## config.mk

```make
export PLATFORM = sky130hd
export DESIGN_NAME = salc_front
export DESIGN_NICKNAME = d
export VERILOG_FILES = /design/src/rtl/salc_pkg.sv /design/src/rtl/salc_front.sv
export SDC_FILE = /design/constraint.sdc
export NUM_CORES = 1
export LEC_CHECK = 0
export CAP_MARGIN = 20
export CELL_PAD_IN_SITES_DETAIL_PLACEMENT = 2
export CELL_PAD_IN_SITES_GLOBAL_PLACEMENT = 2
export CORE_AREA = 2 2 112 114
export CTS_CLUSTER_SIZE = 14
export DETAILED_ROUTE_END_ITERATION = 10
export DIE_AREA = 0 0 114 116
export DONT_BUFFER_PORTS = 1
export PLACE_DENSITY = 0.83
export SLEW_MARGIN = 20
export SYNTH_ARGS = -nofsm -noshare
export SYNTH_HDL_FRONTEND = slang
export SYNTH_SLANG_ARGS = --single-unit
```

## constraint.sdc

```tcl
create_clock -name clock -period 2.5 [get_ports clock]
set_input_delay 0 -clock clock [delete_from_list [all_inputs] [get_ports clock]]
set_output_delay 0 -clock clock [all_outputs]
set_load 0.01 [all_outputs]
```

## src/rtl/salc_pkg.sv

```systemverilog
// ----------------------------------------------------------------------------
// salc_pkg
// Shared constants for the set-associative LRU cache lookup.
// ----------------------------------------------------------------------------
package salc_pkg;

   localparam int MAX_SETS_DEF  = 1024;
   localparam int WAYS_DEF      = 8;
   localparam int ADDR_BITS_DEF = 32;

   localparam int CFG_W       = 4;
   localparam int CSR_INDEX_W = 2;

   localparam logic [CSR_INDEX_W-1:0] CSR_LINE_SIZE_LOG2 = 2'd0;
   localparam logic [CSR_INDEX_W-1:0] CSR_SET_COUNT_LOG2 = 2'd1;
   localparam logic [CSR_INDEX_W-1:0] CSR_WAYS_IN_USE    = 2'd2;

   localparam logic [CFG_W-1:0] LINE_LOG2_RST = 4'd6;
   localparam logic [CFG_W-1:0] SET_LOG2_RST  = 4'd6;
   localparam logic [CFG_W-1:0] WAYS_RST      = 4'd8;
   localparam logic [CFG_W-1:0] LINE_LOG2_MAX = 4'd12;

   localparam int COUNT_W     = 48;
   localparam int SET_INDEX_W = 10;
   localparam int TAG_VALUE_W = 32;
   localparam int WAY_USED_W  = 3;

   localparam int RSP_FIELDS_W = SET_INDEX_W + TAG_VALUE_W + WAY_USED_W + 2 * COUNT_W;
   localparam int RSP_DATA_W   = ((RSP_FIELDS_W + 7) / 8) * 8;
   localparam int RSP_PAD_W    = RSP_DATA_W - RSP_FIELDS_W;

   localparam int QUEUE_DEPTH = 2;

endpackage

```

## src/rtl/salc_front.sv

```systemverilog
// ----------------------------------------------------------------------------
// salc_front
// Configuration registers and request decode into set index and tag.
// ----------------------------------------------------------------------------
module salc_front #(
   parameter int MAX_SETS  = salc_pkg::MAX_SETS_DEF,
   parameter int WAYS      = salc_pkg::WAYS_DEF,
   parameter int ADDR_BITS = salc_pkg::ADDR_BITS_DEF,
   localparam int SET_W     = (MAX_SETS > 1) ? $clog2(MAX_SETS) : 1,
   localparam int WAY_CNT_W = $clog2(WAYS + 1)
) (
   input  logic                                clock,
   input  logic                                reset,
   input  logic                                req_tvalid,
   output logic                                req_tready,
   input  logic [((ADDR_BITS + 7) / 8) * 8-1:0] req_tdata,
   input  logic                                csr_valid,
   output logic                                csr_ready,
   input  logic [salc_pkg::CSR_INDEX_W-1:0]    csr_index,
   input  logic [salc_pkg::CFG_W-1:0]          csr_data,
   input  logic                                back_busy,
   input  logic                                q_ready,
   output logic                                q_valid,
   output logic [SET_W-1:0]                    q_set,
   output logic [ADDR_BITS-1:0]                q_tag,
   output logic [WAY_CNT_W-1:0]                ways_eff
);
   import salc_pkg::*;

   localparam int SET_LOG2_MAX = $clog2(MAX_SETS + 1) - 1;

   logic [CFG_W-1:0]     line_log2_ff, line_log2_in;
   logic [CFG_W-1:0]     set_log2_ff, set_log2_in;
   logic [CFG_W-1:0]     ways_ff, ways_in;
   logic [CFG_W-1:0]     ls_eff;
   logic [4:0]           sl_eff;
   logic [ADDR_BITS-1:0] address;
   logic [ADDR_BITS-1:0] line_no;

   assign csr_ready = 1'b1;

   always_comb begin
      line_log2_in = line_log2_ff;
      set_log2_in  = set_log2_ff;
      ways_in      = ways_ff;
      if (csr_valid) begin
         case (csr_index)
            CSR_LINE_SIZE_LOG2: line_log2_in = csr_data;
            CSR_SET_COUNT_LOG2: set_log2_in  = csr_data;
            CSR_WAYS_IN_USE:    ways_in      = csr_data;
            default: ;
         endcase
      end
   end

   always_ff @(posedge clock) begin
      if (reset) begin
         line_log2_ff <= LINE_LOG2_RST;
         set_log2_ff  <= SET_LOG2_RST;
         ways_ff      <= WAYS_RST;
      end else begin
         line_log2_ff <= line_log2_in;
         set_log2_ff  <= set_log2_in;
         ways_ff      <= ways_in;
      end
   end

   assign ls_eff = (line_log2_ff > LINE_LOG2_MAX) ? LINE_LOG2_MAX : line_log2_ff;
   assign sl_eff = (int'(set_log2_ff) > SET_LOG2_MAX) ? 5'(SET_LOG2_MAX)
                                                       : {1'b0, set_log2_ff};

   always_comb begin
      if (ways_ff == '0) begin
         ways_eff = WAY_CNT_W'(1);
      end else if (int'(ways_ff) > WAYS) begin
         ways_eff = WAY_CNT_W'(WAYS);
      end else begin
         ways_eff = WAY_CNT_W'(ways_ff);
      end
   end

   assign address = req_tdata[ADDR_BITS-1:0];
   assign line_no = address >> ls_eff;
   assign q_set   = SET_W'(line_no) & ~({SET_W{1'b1}} << sl_eff);
   assign q_tag   = line_no >> sl_eff;

   assign req_tready = q_ready && !back_busy;
   assign q_valid    = req_tvalid && req_tready;

endmodule

```

==> results of run 1 <==
==> stage by stage <==
step                setup WS [ns]  cell area, um^2  utilization (%)  std cells  hold slack [ns]
global placement          -0.0844             5260             44.1        874           0.0567
floorplan                   0.268             4250                -        639           0.0510
detailed placement         -0.466             5260             44.1        874           0.0553
CTS                        -0.385             6130             51.5        902          0.00719
==> cells by family after synthesis <==
kind of cell           count (synthesis)  share of synthesized area, %
AO/OA/AOI/OAI                        266                          44.0
buffers and inverters                 80                          10.3
flip-flops                            12                          5.65
multiplexers                          52                          15.6
other                                  1                        0.0882
AND/OR/NAND/NOR                      228                          24.4
==> synthesized netlist by cell type (10+ instances only) <==
cell type	number
a21oi_1	55
a221oi_1	11
a31oi_1	11
buf_2	13
buf_4	10
clkbuf_1	27
dfxtp_1	12
inv_1	14
mux2i_1	31
nand2_1	57
nand3_1	15
nor2_1	87
nor2b_1	21
nor3_1	14
o211ai_1	18
o21ai_0	32
o21ai_1	22
o221ai_1	11
o22ai_1	13
==> repair_timing <==
action | CTS
endpoints found under the setup margin | 32
hold buffers | 6
gates cloned | 1
hold endpoints to repair | 12
pin swaps | 39
resized for setup | 138
buffers inserted | 17
==> summary.txt, run 1 <==
Outcome
  • Status: did not finish
  • Exit stage: global routing
  • Error: [ERROR DPL-0033] detailed placement checks failed during check placement.

Placed design
  • PortBufs: 0
  • Post-DP HPWL: 21400 um
  • Placer Congestion: 0.954

Global route
  • Number of antenna violations at the first check in global routing: 2
  • Pin count of the biggest net entering global routing: 36

Floorplanning
  • Site row count: 40
  • Die Height: 116 um
  • Die Width: 114 um
  • Initial core utilization: 35.7%
  • IO Pins: 93

Yosys
  • Post-synthesis sequential area ratio: 5.65%
  • Syn_area_per_cell: 6.66 um^2
  • Asr flop ratio synth: 0%
  • Number of synthesized flops with an enable pin: 0
  • Top cell type's share of synthesized area: 7.68%
  • Largest cells by area after synthesis: nor2_1 7.7%, mux2i_1 7.3%, a21oi_1 6.5%
  • Ys flop type: dfxtp_1
  • #FFs+latches synth: 12
  • Syn Std Cell Area: 4250 um^2
  • Synth cell types: 77
  • Syn Nets: 683
  • Yosys warnings: 0
  • Dominant cell type by area after synthesis: nor2_1
  • Cells after Synth: 639

Clocking
  • Num CTS Buffers: 3
  • Clock tree sinks: 12
  • H-tree lvl count: 1
  • CTS Root Cell: clkbuf_16
  • Deepest clock path buffer count: 2

STA
  • Worst setup endpoint GRT: q_tag[9]
  • Worst ep type: top-level output
==> run 2: changes to the inputs <==
Settings changed: CELL_PAD_IN_SITES_DETAIL_PLACEMENT 2 to not set, CELL_PAD_IN_SITES_GLOBAL_PLACEMENT 2 to not set, CORE_AREA 2 2 112 114 to 2 2 119 121, CTS_CLUSTER_SIZE 14 to not set, DIE_AREA 0 0 114 116 to 0 0 121 123, PLACE_DENSITY 0.83 to not set, PLACE_DENSITY_LB_ADDON set to 0.15.
==> summary.txt, run 2 <==
Worst setup path
  • CP Max Fanout: 5
  • Required @ worst endpoint: 2.50 ns
  • CP Capture Type: output pin
  • Reg2reg setup slack: 0.59 ns
  • CP Launch Type: flip-flop
  • Max incr delay on CP: 0.52 ns
  • Crit-path cells: buf_12 > buf_4 > buf_16 > nor2_4 > a21oi_2 > o211ai_1 > o31ai_4 > buf_4 > mux2_4 > mux4_2 > nand2_1 > o211ai_1
  • Crit Path Category: reg -> out
  • Worst path slowest cell: mux4_2
  • WP data arrival: 2.88 ns

Clocking
  • Skew-Pair Late Insertion Delay: 0.25 ns
  • CTS tree: built
  • Num CTS Buffers: 3
  • Clock tree sinks: 12
  • Deepest clock path buffer count: 2
  • H-tree lvl count: 1
  • Clock Pin Slew Worst Setup and Hold Paths: 0.05 ns
  • CTS Root Cell: clkbuf_16

Global route
  • First-pass GRT wire length: 31500 um
  • Met1 global-route usage: 34.7%
  • M2 GR Usage: 45.8%
  • Aggregate global routing overflow: 0
  • Gr usage total: 26.7%
  • Pin count of the biggest net entering global routing: 36
  • Number of global-route vias before repair: 5724
  • Number of antenna violations at the first check in global routing: 0
  • Layer with the highest usage: met2
  • Grt met3 use: 2.81%

Cells and area
  • Top flop regs: line_log2_ff (4), set_log2_ff (4), ways_ff (4)
  • Layout cells sized above 1: 51.1%
  • Most common cell after layout, fill and taps aside: buf_4
  • Layout area overhead: 63.9%
  • Most frequent cells in the layout: 186 x buf_4, 72 x nor2_1, 51 x nand2_1, 42 x a21oi_1, 22 x o21ai_0
  • Non-filler cells, final: 975
  • Nets: 840
  • Antenna cells: 0

Yosys
  • Number of synthesized flops with an enable pin: 0
  • Syn Nets: 683
  • Post-synthesis sequential area ratio: 5.65%
  • #FFs+latches synth: 12
  • Synth cell types: 77
  • Cells after Synth: 639
  • Syn Std Cell Area: 4250 um^2
  • Ys flop type: dfxtp_1
  • Yosys warnings: 0
  • Largest cells by area after synthesis: nor2_1 7.7%, mux2i_1 7.3%, a21oi_1 6.5%
  • Syn_area_per_cell: 6.66 um^2
  • Top cell type's share of synthesized area: 7.68%
  • Commonest cells in the netlist: 87 x nor2_1, 57 x nand2_1, 55 x a21oi_1
  • Most frequent cell after synthesis: nor2_1
  • Dominant cell type by area after synthesis: nor2_1
  • Asr flop ratio synth: 0%

Floorplanning
  • Site row count: 43
  • Die Height: 123 um
  • IO Pins: 93
  • Die area: 14900 um^2
  • Initial core utilization: 31.3%
  • Total core area: 13600 um^2
  • Die Width: 121 um

Pwr
  • Pwr/cell area: 336 nW/um^2
  • Reg power frac: 9.0%
  • P_int: 1.32 mW
  • Maximum vdd drop: 802 uV
  • Pwr Total: 2.34 mW
  • Switching fraction of total power: 43.8%
  • Leakage: 2.76 nW
  • Clock power frac: 14.1%
  • Sw Pwr: 1.03 mW
  • Logic pwr share: 76.9%

Routing
  • Total number of vias: 5870
  • Remaining antenna violation count after routing: 0
  • Initial DRT Pass Iterations: 6
  • Routed len/inst: 21.2 um
  • DR vias/cell: 6.02
  • Initial DRC Count: 458
  • DRC Markers: 0
  • Drt total wl: 20600 um

Placed design
  • PortBufs: 0
  • Placer Congestion: 0.894
  • DP Worst Slack: -0.191 ns
  • Placed Instances: 935
  • Post-DP HPWL: 15500 um

STA
  • Period minus WS final: 2.88 ns
  • Slew HR: 44.9%
  • Final hold vios: 0
  • RSZ-0062 raised after global routing: true
  • Fin. max-slew vios: 0
  • Final setup fails: 28
  • Fmax achieved: 0.347 GHz
  • Worst setup margin: -0.378 ns
  • Final period util: 115%
  • Worst Skew: 0 ns
  • Worst-margin pin slew: 0.825 ns

Run
  • MaxCap Viol Count: 0

Min path
  • Min-delay worst type: in -> reg

Outcome
  • Failing checks: negative setup slack
  • Status: finished with violations
run 2: cell counts after synthesis:
No cell type changed its count.
run 2: layout make-up:
| class | instances | area, um^2 |
|---|---|---|
| Clock buffer | 4 | 88.8 |
| Inverter | 16 | 63.8 |
| Timing Repair Buffer | 216 | 1820 |
| Sequential cell | 12 | 248 |
| Multi-Input combinational cell | 547 | 4530 |
| Fill cell | 1319 | 6640 |
| Tap cell | 180 | 225 |
run 2: logic make-up (layout without fill, tap and decap cells):
logic type	Yosys count	count (layout)	share of synthesized area, %
other cells	1	1	0.0882
compound gates	266	266	44.0
mux	52	52	15.6
buf+inv	80	236	10.3
flops	12	12	5.65
simple gates	228	228	24.4
run 2: power groups by stage:
stage          Combinational [mW]  Clock (mW)  Sequential (mW)
4_1_cts                      1.59       0.338            0.211
2_1_floorplan               0.791           0            0.209
5_1_grt                      1.91       0.347            0.211
3_3_place_gp                 1.37           0            0.214
6_report                     1.80       0.331            0.210
3_5_place_dp                 1.37           0            0.214
run 2: routing by layer:
metal / wire (um) / vias up
met5: 0 / -
met4: 731 / 0
met3: 1100 / 47
met2: 10100 / 251
met1: 8700 / 2807
li1: - / 2765
run 2: path summary, 6_finish.rpt:
path,from,endpoint,depth (start not counted)
hold / removal,csr_data[3],ways_ff[3],3
setup reg to reg,line_log2_ff[0],line_log2_ff[0],8
setup / recovery,line_log2_ff[1],q_tag[6],12
hold reg to reg,ways_ff[1],ways_ff[1],2
run 2: per-stage QoR:
stage	area (um^2)	hold slack, ns	setup TNS, ns	util (%)
floorplan	4250	0.0510	0	-
global placement	5500	0.0563	-1.60	40.4
detailed placement	5500	0.0545	-1.56	40.4
CTS	6400	0.00665	-6.00	47.0
global route	6970	0.0457	-9.47	51.2
finish	6970	0.00808	-7.11	51.2
run 2: worst max-delay path, delay by kind of cell (launching register included):
kind                   cells  cell delay [ns]
DFF                        1             0.36
and+or+nand+nor            2             0.19
buffers and inverters      4             0.56
AOI/OAI and AO/OA          4             0.71
muxes                      2             0.80
run 2: repair_timing:
action / 4_1_cts / 5_1_grt
setup buffers: 19 / 12
gates resized for setup: 123 / 101
endpoints found under the setup margin: 29 / 33
hold buffers: 6 / 0
pin swaps: 56 / 45
cloned: 3 / 0
hold endpoints to repair: 12 / 0
(Power assumes the default switching activity.)
