<file path="src/rtl/salc_pkg.sv">
// ----------------------------------------------------------------------------
// salc_pkg
// Shared constants for the set-associative LRU cache lookup.
// ----------------------------------------------------------------------------
package salc_pkg;

   localparam int MAX_SETS_DEF  = 1024;
   localparam int WAYS_DEF      = 8;
   localparam int ADDR_BITS_DEF = 32;

   localparam int CFG_W       = 4;
   localparam int CSR_INDEX_W = 2;

   localparam logic [CSR_INDEX_W-1:0] CSR_LINE_SIZE_LOG2 = 2'd0;
   localparam logic [CSR_INDEX_W-1:0] CSR_SET_COUNT_LOG2 = 2'd1;
   localparam logic [CSR_INDEX_W-1:0] CSR_WAYS_IN_USE    = 2'd2;

   localparam logic [CFG_W-1:0] LINE_LOG2_RST = 4'd6;
   localparam logic [CFG_W-1:0] SET_LOG2_RST  = 4'd6;
   localparam logic [CFG_W-1:0] WAYS_RST      = 4'd8;
   localparam logic [CFG_W-1:0] LINE_LOG2_MAX = 4'd12;

   localparam int COUNT_W     = 48;
   localparam int SET_INDEX_W = 10;
   localparam int TAG_VALUE_W = 32;
   localparam int WAY_USED_W  = 3;

   localparam int RSP_FIELDS_W = SET_INDEX_W + TAG_VALUE_W + WAY_USED_W + 2 * COUNT_W;
   localparam int RSP_DATA_W   = ((RSP_FIELDS_W + 7) / 8) * 8;
   localparam int RSP_PAD_W    = RSP_DATA_W - RSP_FIELDS_W;

   localparam int QUEUE_DEPTH = 2;

endpackage

</file>
<file path="src/rtl/salc_queue.sv">
// ----------------------------------------------------------------------------
// salc_queue
// Small FIFO between request decode and the lookup engine.
// ----------------------------------------------------------------------------
module salc_queue #(
   parameter int DEPTH = salc_pkg::QUEUE_DEPTH,
   parameter int WIDTH = 8,
   localparam int PTR_W = (DEPTH > 1) ? $clog2(DEPTH) : 1,
   localparam int CNT_W = $clog2(DEPTH + 1)
) (
   input  logic             clock,
   input  logic             reset,
   input  logic             in_valid,
   output logic             in_ready,
   input  logic [WIDTH-1:0] in_data,
   output logic             out_valid,
   input  logic             out_ready,
   output logic [WIDTH-1:0] out_data
);
   import salc_pkg::*;

   logic [WIDTH-1:0] slots_ff [DEPTH];
   logic [PTR_W-1:0] wr_ptr_ff, wr_ptr_in;
   logic [PTR_W-1:0] rd_ptr_ff, rd_ptr_in;
   logic [CNT_W-1:0] count_ff, count_in;
   logic             push;
   logic             pop;

   assign in_ready  = (count_ff != CNT_W'(DEPTH));
   assign out_valid = (count_ff != '0);
   assign out_data  = slots_ff[rd_ptr_ff];
   assign push      = in_valid && in_ready;
   assign pop       = out_valid && out_ready;

   always_comb begin
      wr_ptr_in = wr_ptr_ff;
      rd_ptr_in = rd_ptr_ff;
      count_in  = count_ff;
      if (push) begin
         wr_ptr_in = (wr_ptr_ff == PTR_W'(DEPTH - 1)) ? '0 : wr_ptr_ff + 1'b1;
      end
      if (pop) begin
         rd_ptr_in = (rd_ptr_ff == PTR_W'(DEPTH - 1)) ? '0 : rd_ptr_ff + 1'b1;
      end
      if (push && !pop) begin
         count_in = count_ff + 1'b1;
      end else if (pop && !push) begin
         count_in = count_ff - 1'b1;
      end
   end

   always_ff @(posedge clock) begin
      if (reset) begin
         wr_ptr_ff <= '0;
         rd_ptr_ff <= '0;
         count_ff  <= '0;
      end else begin
         wr_ptr_ff <= wr_ptr_in;
         rd_ptr_ff <= rd_ptr_in;
         count_ff  <= count_in;
      end
   end

   always_ff @(posedge clock) begin
      if (push) begin
         slots_ff[wr_ptr_ff] <= in_data;
      end
   end

endmodule

</file>
<file path="config.mk">
export PLATFORM = sky130hd
export DESIGN_NAME = salc_queue
export DESIGN_NICKNAME = d
export VERILOG_FILES = /design/src/rtl/salc_pkg.sv /design/src/rtl/salc_queue.sv
export SDC_FILE = /design/constraint.sdc
export NUM_CORES = 1
export LEC_CHECK = 0
export BUFFER_PORTS_ARGS = -buffer_cell sky130_fd_sc_hd__buf_2
export CORE_AREA = 2 2 44 46
export CTS_BUF_LIST = sky130_fd_sc_hd__clkbuf_8
export DETAILED_ROUTE_END_ITERATION = 7
export DIE_AREA = 0 0 46 48
export GPL_TIMING_DRIVEN = 0
export MAX_ROUTING_LAYER = met4
export PLACE_DENSITY = 0.84
export SLEW_MARGIN = 10
export SYNTH_ARGS = -nofsm -noshare
export SYNTH_HDL_FRONTEND = slang
export SYNTH_SLANG_ARGS = --single-unit
</file>
<file path="constraint.sdc">
create_clock -name clock -period 2.4 [get_ports clock]
set_input_delay 0 -clock clock [delete_from_list [all_inputs] [get_ports clock]]
set_output_delay 0 -clock clock [all_outputs]
set_load 0.03 [all_outputs]
</file>
# Word level (Yosys, flattened, before mapping)
# Memory sizes are Yosys's and may differ from the RTL's. A register that Yosys moved wholly into a read port is not among the register bits.
# Index checks and enable logic that the tools add are counted.
# W data, S select, Z words.
# word_totals
register_bits	4
ram_bits	16
in_bits	12
out_inout_bits	10
memories	1
# op_classes
n_addsub	4
n_eq_ne	1
n_mux	8
reduce_logical	8
# memory_table
memory	depth	word_bits	read_ports	rd_clocked_by_memory_dff	wr	line	text
slots_ff	2	8	1	1	1	salc_queue.sv:22	logic [WIDTH-1:0] slots_ff [DEPTH];
# op_table
operator	n
$mux W1	6
$logic_and A1 B1 Y1	4
$mux W2	2
$reduce_bool A2 Y1	2
$add A1 B1 Y1 const B	2
$add A2 B1 Y2 const B	1
$logic_not A1 Y1	2
$ne A2 B2 Y1 const B	1
$sub A2 B1 Y2 const B	1

# Longest topological paths before layout
# Gate-level depths: netlist of run 1.
# logic_depth
depth_word	6
mapped_depth	6

# Worst setup path after synthesis of run 1
# Ideal clock, no wire load.
# synth_timing
kind	reg2reg
start	reg count_ff[0]
end	reg count_ff[1]
arrival_time_ps	1479
required_time_ps	2330
path_slack_ps	851
path_stages_with_launch	6
path_buffers	0
synth_period_minus_slack_ps	1549
path_cell_list	dfxtp_1 > nand2b_4 > and2_1 > ha_1 > or3_1 > a21oi_1
# synth_between
elab_chain_cells	5
word_cells_on_any_way	13
classes_between	add/sub (2); eq/ne (1); mux (2); reduce/logical (8)
# synth_rtl
element	line	text
start, declared	salc_queue.sv:25	logic [CNT_W-1:0] count_ff, count_in;
start signal, assigned	salc_queue.sv:60	count_ff <= count_in;
$ne A2 B2 Y1 *	salc_queue.sv:29	assign in_ready = (count_ff != CNT_W'(DEPTH));
named net in_ready	salc_queue.sv:14	output logic in_ready,
$logic_and A1 B1 Y1 *	salc_queue.sv:32	assign push = in_valid && in_ready;
$logic_not A1 Y1	salc_queue.sv:47	end else if (pop && !push) begin
$logic_and A1 B1 Y1	salc_queue.sv:47	
$reduce_bool A2 Y1 (no source line)	-	
# The timed path passes the listed nets; every way through them passes the cells marked *. The select of a mux whose other input is x is not followed.
# A chain may end at the register's enable or synchronous reset.

# Worst setup path in the final report of run 1
# layout_timing
start	reg count_ff[0]
end	reg count_ff[1]
# layout_between
elab_chain_cells	5
word_cells_on_any_way	13
classes_between	add/sub (2); eq/ne (1); mux (2); reduce/logical (8)
# layout_rtl
element
branches (longest 5 deep; another with $sub A2 B1 Y2)
# Parallel ways; which one is timed is not known. The select of a mux whose other input is x is not followed.

==> results of run 1 <==
==> path summary, 6_finish.rpt <==
| path | start | end | cells past startpoint |
|---|---|---|---|
| hold reg to reg | rd_ptr_ff | flop | 2 |
| setup / recovery | count_ff[0] | count_ff[1] | 5 |
| setup reg to reg | count_ff[0] | count_ff[1] | 5 |
| hold / removal | in_valid | wr_ptr_ff | 3 |
==> cells in the mapped netlist <==
library cell,n
o21ai_0,2
xor2_1,3
a21oi_1,2
a21bo_2,1
nand3b_1,1
buf_2,1
nand2b_4,1
or2_2,1
and3_1,1
edfxtp_1,16
nor2_1,3
inv_1,1
mux2_2,8
or3_1,1
ha_1,1
and2_1,1
dfxtp_1,5
==> cell usage in the layout, fill, tap and decap left out <==
| cell | n |
|---|---|
| dfxtp_1 | 5 |
| dlygate4sd3_1 | 9 |
| inv_1 | 2 |
| nor2_1 | 3 |
| and3_1 | 1 |
| and2_1 | 1 |
| xor2_1 | 3 |
| nand2b_4 | 1 |
| a21oi_1 | 2 |
| or2_2 | 1 |
| mux2_2 | 8 |
| or3_1 | 1 |
| clkbuf_8 | 3 |
| nand3b_1 | 1 |
| o21ai_0 | 2 |
| buf_2 | 22 |
| ha_1 | 1 |
| a21bo_2 | 1 |
| edfxtp_1 | 16 |
==> power breakdown <==
part / total [mW] / switching, mW / internal [mW]
Combinational: 0.410 / 0.244 / 0.166
Sequential: 0.495 / 0.0335 / 0.461
Clock: 0.209 / 0.0955 / 0.113
Total: 1.11 / 0.373 / 0.741
==> metrics by stage <==
stage	hold WS (ns)	cell area, um2	utilization [%]
after global routing	0.0845	1070	63.2
after detailed placement	0.192	932	55.2
final	0.0741	1070	63.2
after floorplan	0.0691	806	-
after CTS	0.0713	1070	63.2
after global placement	0.189	932	55.2
==> worst max-delay path, cell delays in order, from the launching register on <==
cell	delay (ns)
dfxtp_1	0.36
nand2b_4	0.17
and2_1	0.16
ha_1	0.30
or3_1	0.37
a21oi_1	0.14
==> repair_timing <==
action,4_1_cts,5_1_grt
endpoints found under the setup margin,0,0
endpoints found under the hold margin,21,0
hold buffers,9,0
gates resized for setup,0,0
==> per-layer routing <==
layer	vias to the layer above	wire length (um)	GRT usage (%)
li1	248	-	-
met1	232	518	12.9
met2	17	649	23.9
met3	0	72	3.40
met4	0	0	1.71
met5	-	0	-
==> sequential cells by signal (all words and copies together), names as in the netlist, named ones only <==
register and flops:
rd_ptr_ff 1, count_ff 2, wr_ptr_ff 1, slots_ff 16
==> cell type report <==
class	instances	share of cell area (%)
buffer	1	0.469
clock buffer	3	3.87
clock inverter	1	0.352
inverter	1	0.352
multi-input combinational	26	20.3
sequential	21	54.4
tap	17	1.99
timing repair buffer	30	18.3
==> kinds of logic (layout without fill, tap and decap cells) <==
family / count (synthesis) / after routing / share of synthesized area [%]
flip-flops: 21 / 21 / 72.1
AND/OR/NAND/NOR: 9 / 9 / 7.14
multiplexers: 8 / 8 / 11.2
AO/OA/AOI/OAI: 5 / 5 / 3.73
XOR/XNOR: 3 / 3 / 3.26
buffers and inverters: 2 / 36 / 1.09
adder cells (fa/ha/maj): 1 / 1 / 1.55
==> reports/metrics.cfg, run 1 <==
[sta]
finalHoldViolations=0
tns_ns=0
fin_ws_ns=0.834
rsz0062_at_grt=false
fin_crit_sh_pct=65.3
skew_ns=0.00213
min_period_ns=1.57
tightest_slew_ns=0.380
drv_slew=0
fmax_mhz=639
slew-limit-headroom_pct=74.6
finalSetupViolations=0

[placed_design]
dp.final_hpwl_um=905
port_buffers=21
dp_slack_ns=0.801
dp_cells=87
routabilityCongestion=0.658

[finish]
insertedDiodeCount=0
layout.cells.non_filler=100
fillCellCount=147
synthToLayoutAreaGrowth_pct=32.5
drive_gt1_share_pct=43.4
fin_nets=97
multiInputGateArea_um2=216
ff_latch_area_um2=581

[clocking]
cts_tree=done
root_buffer=clkbuf_8
cts_setup_buffers=0
cts_htree_levels=1
clkTransAtPathRegs_ns=0.07
numCtsBuffers=3
insertion_delay_ns=0.24
clkSinkCount=21
cts.path.max_buffers=2

[routing]
drt_iter0_drc=5
drcViolationCount=0
via_count=497
first_pass_iters=2
wl_per_cell_um=12.4
ant_nets=0
routed_wirelength_um=1240
routed_via_density=4.97

[worst_setup_path]
path_class=flop to flop
cp_max_fo=5
reg2reg_slack_ns=0.83
endpoint_kind=flop
cp-start-kind=flop
cp.required_ns=2.58
arrival_ns=1.75

[synthesis]
synthesis.area_um2=806
syn-num-nets=62
yosys-top-cells-area=edfxtp_1 60%, dfxtp_1 12%, mux2_2 11%
synth-warning-count=0
synth_cells=49
synthDistinctLibCells=17
synthDominantCellAreaShare_pct=59.6
ys_seq_area_share_pct=72.0
synth_seq_cells=21
syn_avg_cell_area_um2=16.4
synth_top_area_cell=edfxtp_1

[power_and_ir_drop]
peakVddDrop_v=0.000633
power.leakage_nw=0.436
power_mw=1.11
power.density_nw_per_um2=1040

[global_routing]
grt_pass1_vias=456
overflow=0
grt_pass1_wl_um=1870
grt_max_degree=12
grt.total_usage_pct=12.5
antenna_found_initial=0

[floorplanning]
placementRows=15
ios=22
die_w_um=46
initial_core_util_pct=47.7
chipHeight_um=48
die-area_um2=2210
coreArea_um2=1690

[job]
maxCapViolCount=0

[min_path]
hold_class=input port to flop

[outcome]
status=finished clean

Power figures use the tool's default switching activity.
==> run 2, diff against run 1 <==
Settings changed: ABC_AREA from default to 1, CORE_AREA 2 2 44 46 to 2 2 45 47, DIE_AREA 0 0 46 48 to 0 0 47 49, PLACE_DENSITY 0.84 to 0.85.
Clock period 2.4 ns to 1.4 ns, I/O delays scaled along.
==> run 2 against run 1 <==
Compared with the run above:
- final cell count is 23% higher
- non-clock buffer count unchanged
- worst hold slack got worse by 0.044 ns
- synthesized cell count grew 27%
- clock skew hardly changed
- sequential cell count unchanged
==> reports/metrics.cfg, run 2 <==
[sta]
skew_ns=0.00249
tightest_slew_ns=0.436
min_period_ns=1.31
rsz0062_at_grt=false
fin_ws_ns=0.0891
tns_ns=0
slew-limit-headroom_pct=70.9
finalSetupViolations=0
drv_slew=0
finalHoldViolations=0
fmax_mhz=763
fin_crit_sh_pct=93.6
whs_ns=0.0299

[clocking]
numCtsBuffers=3
insertion_delay_ns=0.25
root_buffer=clkbuf_8
cts_tree=done
clkTransAtPathRegs_ns=0.07
cts_htree_levels=1
clkSinkCount=21
cts.path.max_buffers=2

[synthesis]
yosys-top-cells-area=edfxtp_1 58%, dfxtp_1 12%, mux2_2 11%
synth_compound_area_share_pct=2.42
synth_xor_area_share_pct=0
syn_avg_cell_area_um2=13.3
yosys.area_share.adder_pct=1.52
synth_top_area_cell=edfxtp_1
synthesis.area_um2=826
synth-warning-count=0
synthDominantCellAreaShare_pct=58.2
yosys.area_share.simple_pct=10.5
synth_seq_cells=21
synthDistinctLibCells=17
synthFlopType=edfxtp_1
synth_mux_area_share_pct=10.9
synth_top_family_by_area=multiplexers
synth_common_cells=16 x edfxtp_1, 8 x mux2_2, 7 x nand2_1, 7 x nor2_1, 6 x inv_1
ys_seq_area_share_pct=70.3
synth_cells=62
async_flop_share_pct=0
syn-num-nets=75
synth_edf_count=16
synth_most_common_cell=edfxtp_1

[power_and_ir_drop]
power_mw=2.02
power_frac_seq_pct=42.5
swShare_pct=36.4
combPwrFrac_pct=39.0
p_int_mw=1.29
power.density_nw_per_um2=1800
power.switching_mw=0.737
power.leakage_nw=0.464
peakVddDrop_v=0.000841
clock_power_share_pct=18.4

[routing]
routed_wirelength_um=1480
wl_per_cell_um=12.0
ant_nets=0
routed_via_density=4.60
first_pass_iters=3
drt_iter0_drc=3
drcViolationCount=0
via_count=566

[worst_setup_path]
r2r_start=count_ff[1]
cp.required_ns=1.40
path_class=flop to output pin
r2r_end=count_ff[1]
arrival_ns=1.31
reg2reg_slack_ns=0.10
ff2ff_path_depth=9
cp-start-kind=flop
endpoint_kind=output pin
cp_max_fo=8

[floorplanning]
chipHeight_um=49
die-area_um2=2300
initial_core_util_pct=44.8
coreArea_um2=1840
ios=22
placementRows=16
die_w_um=47

[placed_design]
dp.final_hpwl_um=1040
dp_cells=110
port_buffers=21
dp_slack_ns=-0.146
placed_area_um2=967
routabilityCongestion=0.684

[min_path]
holdPathEnd=count_ff[1]
hold_start=reset
hold_depth=4
hold_class=input port to flop

[finish]
layout.cells.non_filler=123
layout_common_cells=22 x buf_2, 16 x edfxtp_1, 8 x mux2_2, 8 x dlygate4sd3_1, 6 x nand2_1
largest_registers=slots_ff: 16 flops, count_ff: 2 flops
insertedDiodeCount=0
regMostFlops=slots_ff
largest_reg_flops=16
fin_nets=110
synthToLayoutAreaGrowth_pct=36.4
stdcell_area_um2=1130
drive_gt1_share_pct=47.9
layout_commonest_cell=buf_2
final_util_pct=61.1

[global_routing]
grt_pass1_wl_um=2300
grt.total_usage_pct=14.4
overflow=0
grt_max_degree=13
antenna_found_initial=0
grt_pass1_vias=598

[outcome]
status=finished clean

[job]
maxCapViolCount=0

run 2: cell count changes after synthesis, sizes merged, moves of 2 or more:
cell and delta:
nand3 +2, nand2 +9, nor2 +4, inv +6, xor2 -3
run 2: layout make-up:
cell class	count	area (um2)
fill	179	716
sequential	21	583
multi-input combinational	32	234
timing repair buffer	30	193
clock buffer	3	41.3
tap	27	33.8
inverter	8	31.3
clock inverter	1	5.00
buffer	1	5.00
run 2: worst max-delay path by stage:
stage                     start        endpoint
global placement    count_ff[0]  slots_ff[0][6]
finish                     flop     out_data[2]
global route        count_ff[1]     count_ff[1]
detailed placement  count_ff[0]  slots_ff[1][0]
CTS                 count_ff[0]     count_ff[1]
floorplan           count_ff[0]  slots_ff[1][0]
run 2: what timing repair did:
action / 4_1_cts / 5_1_grt
hold buffers: 8 / 0
endpoints found under the hold margin: 16 / 0
setup buffers: 0 / 1
gates resized for setup: 2 / 5
endpoints found under the setup margin: 16 / 1
gates cloned: 0 / 0
pin swaps: 0 / 2
run 2: per-layer routing:
layer  vias up  part of all wire, %  global-route usage (%)
met2        18                   60                    29.7
met1       264                   34                    11.9
met5         -                    0                       -
met3         2                  4.9                    2.59
li1        282                    -                       -
met4         0                  1.0                    2.78
run 2: critical path: stages (launching register included):
cell and delay (ns):
dfxtp_1 0.30, buf_2 0.20, mux2_2 0.37, buf_2 0.18
run 2: cell families after synthesis:
| kind of cell | count (synthesis) |
|---|---|
| DFF | 21 |
| and+or+nand+nor | 19 |
| buffers and inverters | 9 |
| muxes | 8 |
| adders and majority gates | 1 |
| AOI/OAI and AO/OA | 4 |
run 2: power by group through the flow:
| stage | logic, mW | clock network (mW) | registers (mW) |
|---|---|---|---|
| final | 0.790 | 0.373 | 0.861 |
| after global routing | 0.857 | 0.406 | 0.871 |
| after CTS | 0.738 | 0.382 | 0.849 |
| after detailed placement | 0.711 | 0 | 0.863 |
| after global placement | 0.682 | 0 | 0.850 |
| after floorplan | 0.544 | 0 | 0.845 |
==> run 3, diff against run 2 <==
==> constraint.sdc (replaced) <==
create_clock -name clock -period 1.4 [get_ports clock]
set_input_delay 0.07 -clock clock [delete_from_list [all_inputs] [get_ports clock]]
set_output_delay 0.07 -clock clock [all_outputs]
set_load 0.03 [all_outputs]
==> run 3 against run 2 <==
Compared with the run above:
- global-route usage is 1.8 points lower
- critical endpoint unchanged
- worst hold slack got worse by 0.023 ns
- design area shrank 9.1%
- largest power group unchanged
- core utilization fell by 5.6 points
- via count is 6.9% lower
- sequential cell count unchanged
- clock skew down 0.00075 ns
- die area unchanged
- highest routed layer is now met3
==> reports/metrics.cfg, run 3 (synthesized netlist as in run 2, its figures left out) <==
[outcome]
status=finished clean

[finish]
largest_registers=slots_ff: 16 flops, count_ff: 2 flops
layout_common_cells=21 x buf_2, 16 x edfxtp_1, 8 x mux2_2
fillCellCount=188
largest_reg_flops=16
stdcell_area_um2=1020
synthToLayoutAreaGrowth_pct=23.9
regMostFlops=slots_ff
fin_nets=101
layout_commonest_cell=buf_2
drive_gt1_share_pct=50.6
insertedDiodeCount=0

[worst_setup_path]
endpoint_kind=output pin
cp_max_fo=8
arrival_ns=1.27
slowest_stage=mux2_2
r2r_end=count_ff[1]
ff2ff_path_depth=10
crit_path_end=out_data[2]
path_class=flop to output pin
crit_chain=clkbuf_4 > mux2_2 > buf_2
cp-start-kind=flop
cp.required_ns=1.33
reg2reg_slack_ns=0.06
max_stage_delay_ns=0.35
r2r_start=count_ff[0]

[floorplanning]
placementRows=16
initial_core_util_pct=44.8
die_w_um=47
chipHeight_um=49
coreArea_um2=1840
die-area_um2=2300
ios=22

[routing]
wl_per_cell_um=11.4
drcViolationCount=0
first_pass_iters=4
routed_via_density=4.62
drt_iter0_drc=6
routed_wirelength_um=1300
ant_nets=0
via_count=527

[sta]
tightest_slew_ns=0.440
min_period_ns=1.34
whs_ns=0.00723
fin_crit_sh_pct=95.9
skew_ns=0.00174
tns_ns=0
slew-limit-headroom_pct=70.7
fmax_mhz=745
finalSetupViolations=0
drv_slew=0
finalHoldViolations=0
rsz0062_at_grt=true

[global_routing]
grt.total_usage_pct=12.6
overflow=0
antenna_found_initial=0
grt_pass1_wl_um=2040
grt_pass1_vias=547
grt_max_degree=13

[clocking]
cts_resized=2
clkTransAtPathRegs_ns=0.07
numCtsBuffers=3
root_buffer=clkbuf_8
cts_tree=done
hold_buffers=0
cts_setup_buffers=0
insertion_delay_ns=0.25
cts.path.max_buffers=2
cts_htree_levels=1
clkSinkCount=21

[placed_design]
port_buffers=21
placed_area_um2=967
routabilityCongestion=0.684
dp.final_hpwl_um=1040

[power_and_ir_drop]
power.density_nw_per_um2=1900
power_mw=1.95
peakVddDrop_v=0.000806
power.leakage_nw=0.421

[min_path]
hold_class=input port to flop
hold_start=in_data[4]

[job]
maxCapViolCount=0

## run 3: through the flow
step	worst slack, ns	util [%]	std cells
finish	0.0574	55.6	114
global route	-0.0273	55.6	114
CTS	0.0142	55.3	114
detailed placement	-0.146	52.5	110
global placement	-0.0534	52.5	110
floorplan	-0.0116	-	62
## run 3: layout make-up
| type | count | area, um2 | area share (%) |
|---|---|---|---|
| Tap cell | 27 | 33.8 | 3.30 |
| Sequential cell | 21 | 583 | 57.0 |
| Multi-Input combinational cell | 32 | 216 | 21.1 |
| Clock buffer | 3 | 41.3 | 4.03 |
| Clock inverter | 1 | 5.00 | 0.489 |
| Inverter | 8 | 31.3 | 3.06 |
| Buffer | 1 | 7.51 | 0.733 |
| Timing Repair Buffer | 21 | 105 | 10.3 |
## run 3: where the power goes
part	switching [mW]	internal [mW]	total (mW)
clock network	0.171	0.197	0.368
logic	0.478	0.243	0.722
registers	0.0544	0.803	0.857
total	0.704	1.24	1.95
## run 3: worst min-delay path by stage
stage	to	slack, ns	cells after the start
2_1_floorplan	slots_ff[0][0]	0.17	0
3_5_place_dp	slots_ff[1][4]	0.26	1
6_report	slots_ff[1][4]	0.007	1
4_1_cts	slots_ff[1][4]	0.002	1
5_1_grt	slots_ff[0][2]	0.002	1
3_3_place_gp	slots_ff[0][5]	0.26	1
## run 3: worst max-delay path: cells and delay by family, from the launching register on
family                 cells  cell delay (ns)
buffers and inverters      2             0.37
flip-flops                 1             0.31
multiplexers               1             0.35
## run 3: per-layer routing
| layer | track usage, % | part of all wire (%) |
|---|---|---|
| met5 | - | 0 |
| met4 | 2.78 | 0 |
| met3 | 2.59 | 7.4 |
| met2 | 24.7 | 56 |
| met1 | 11.4 | 36 |
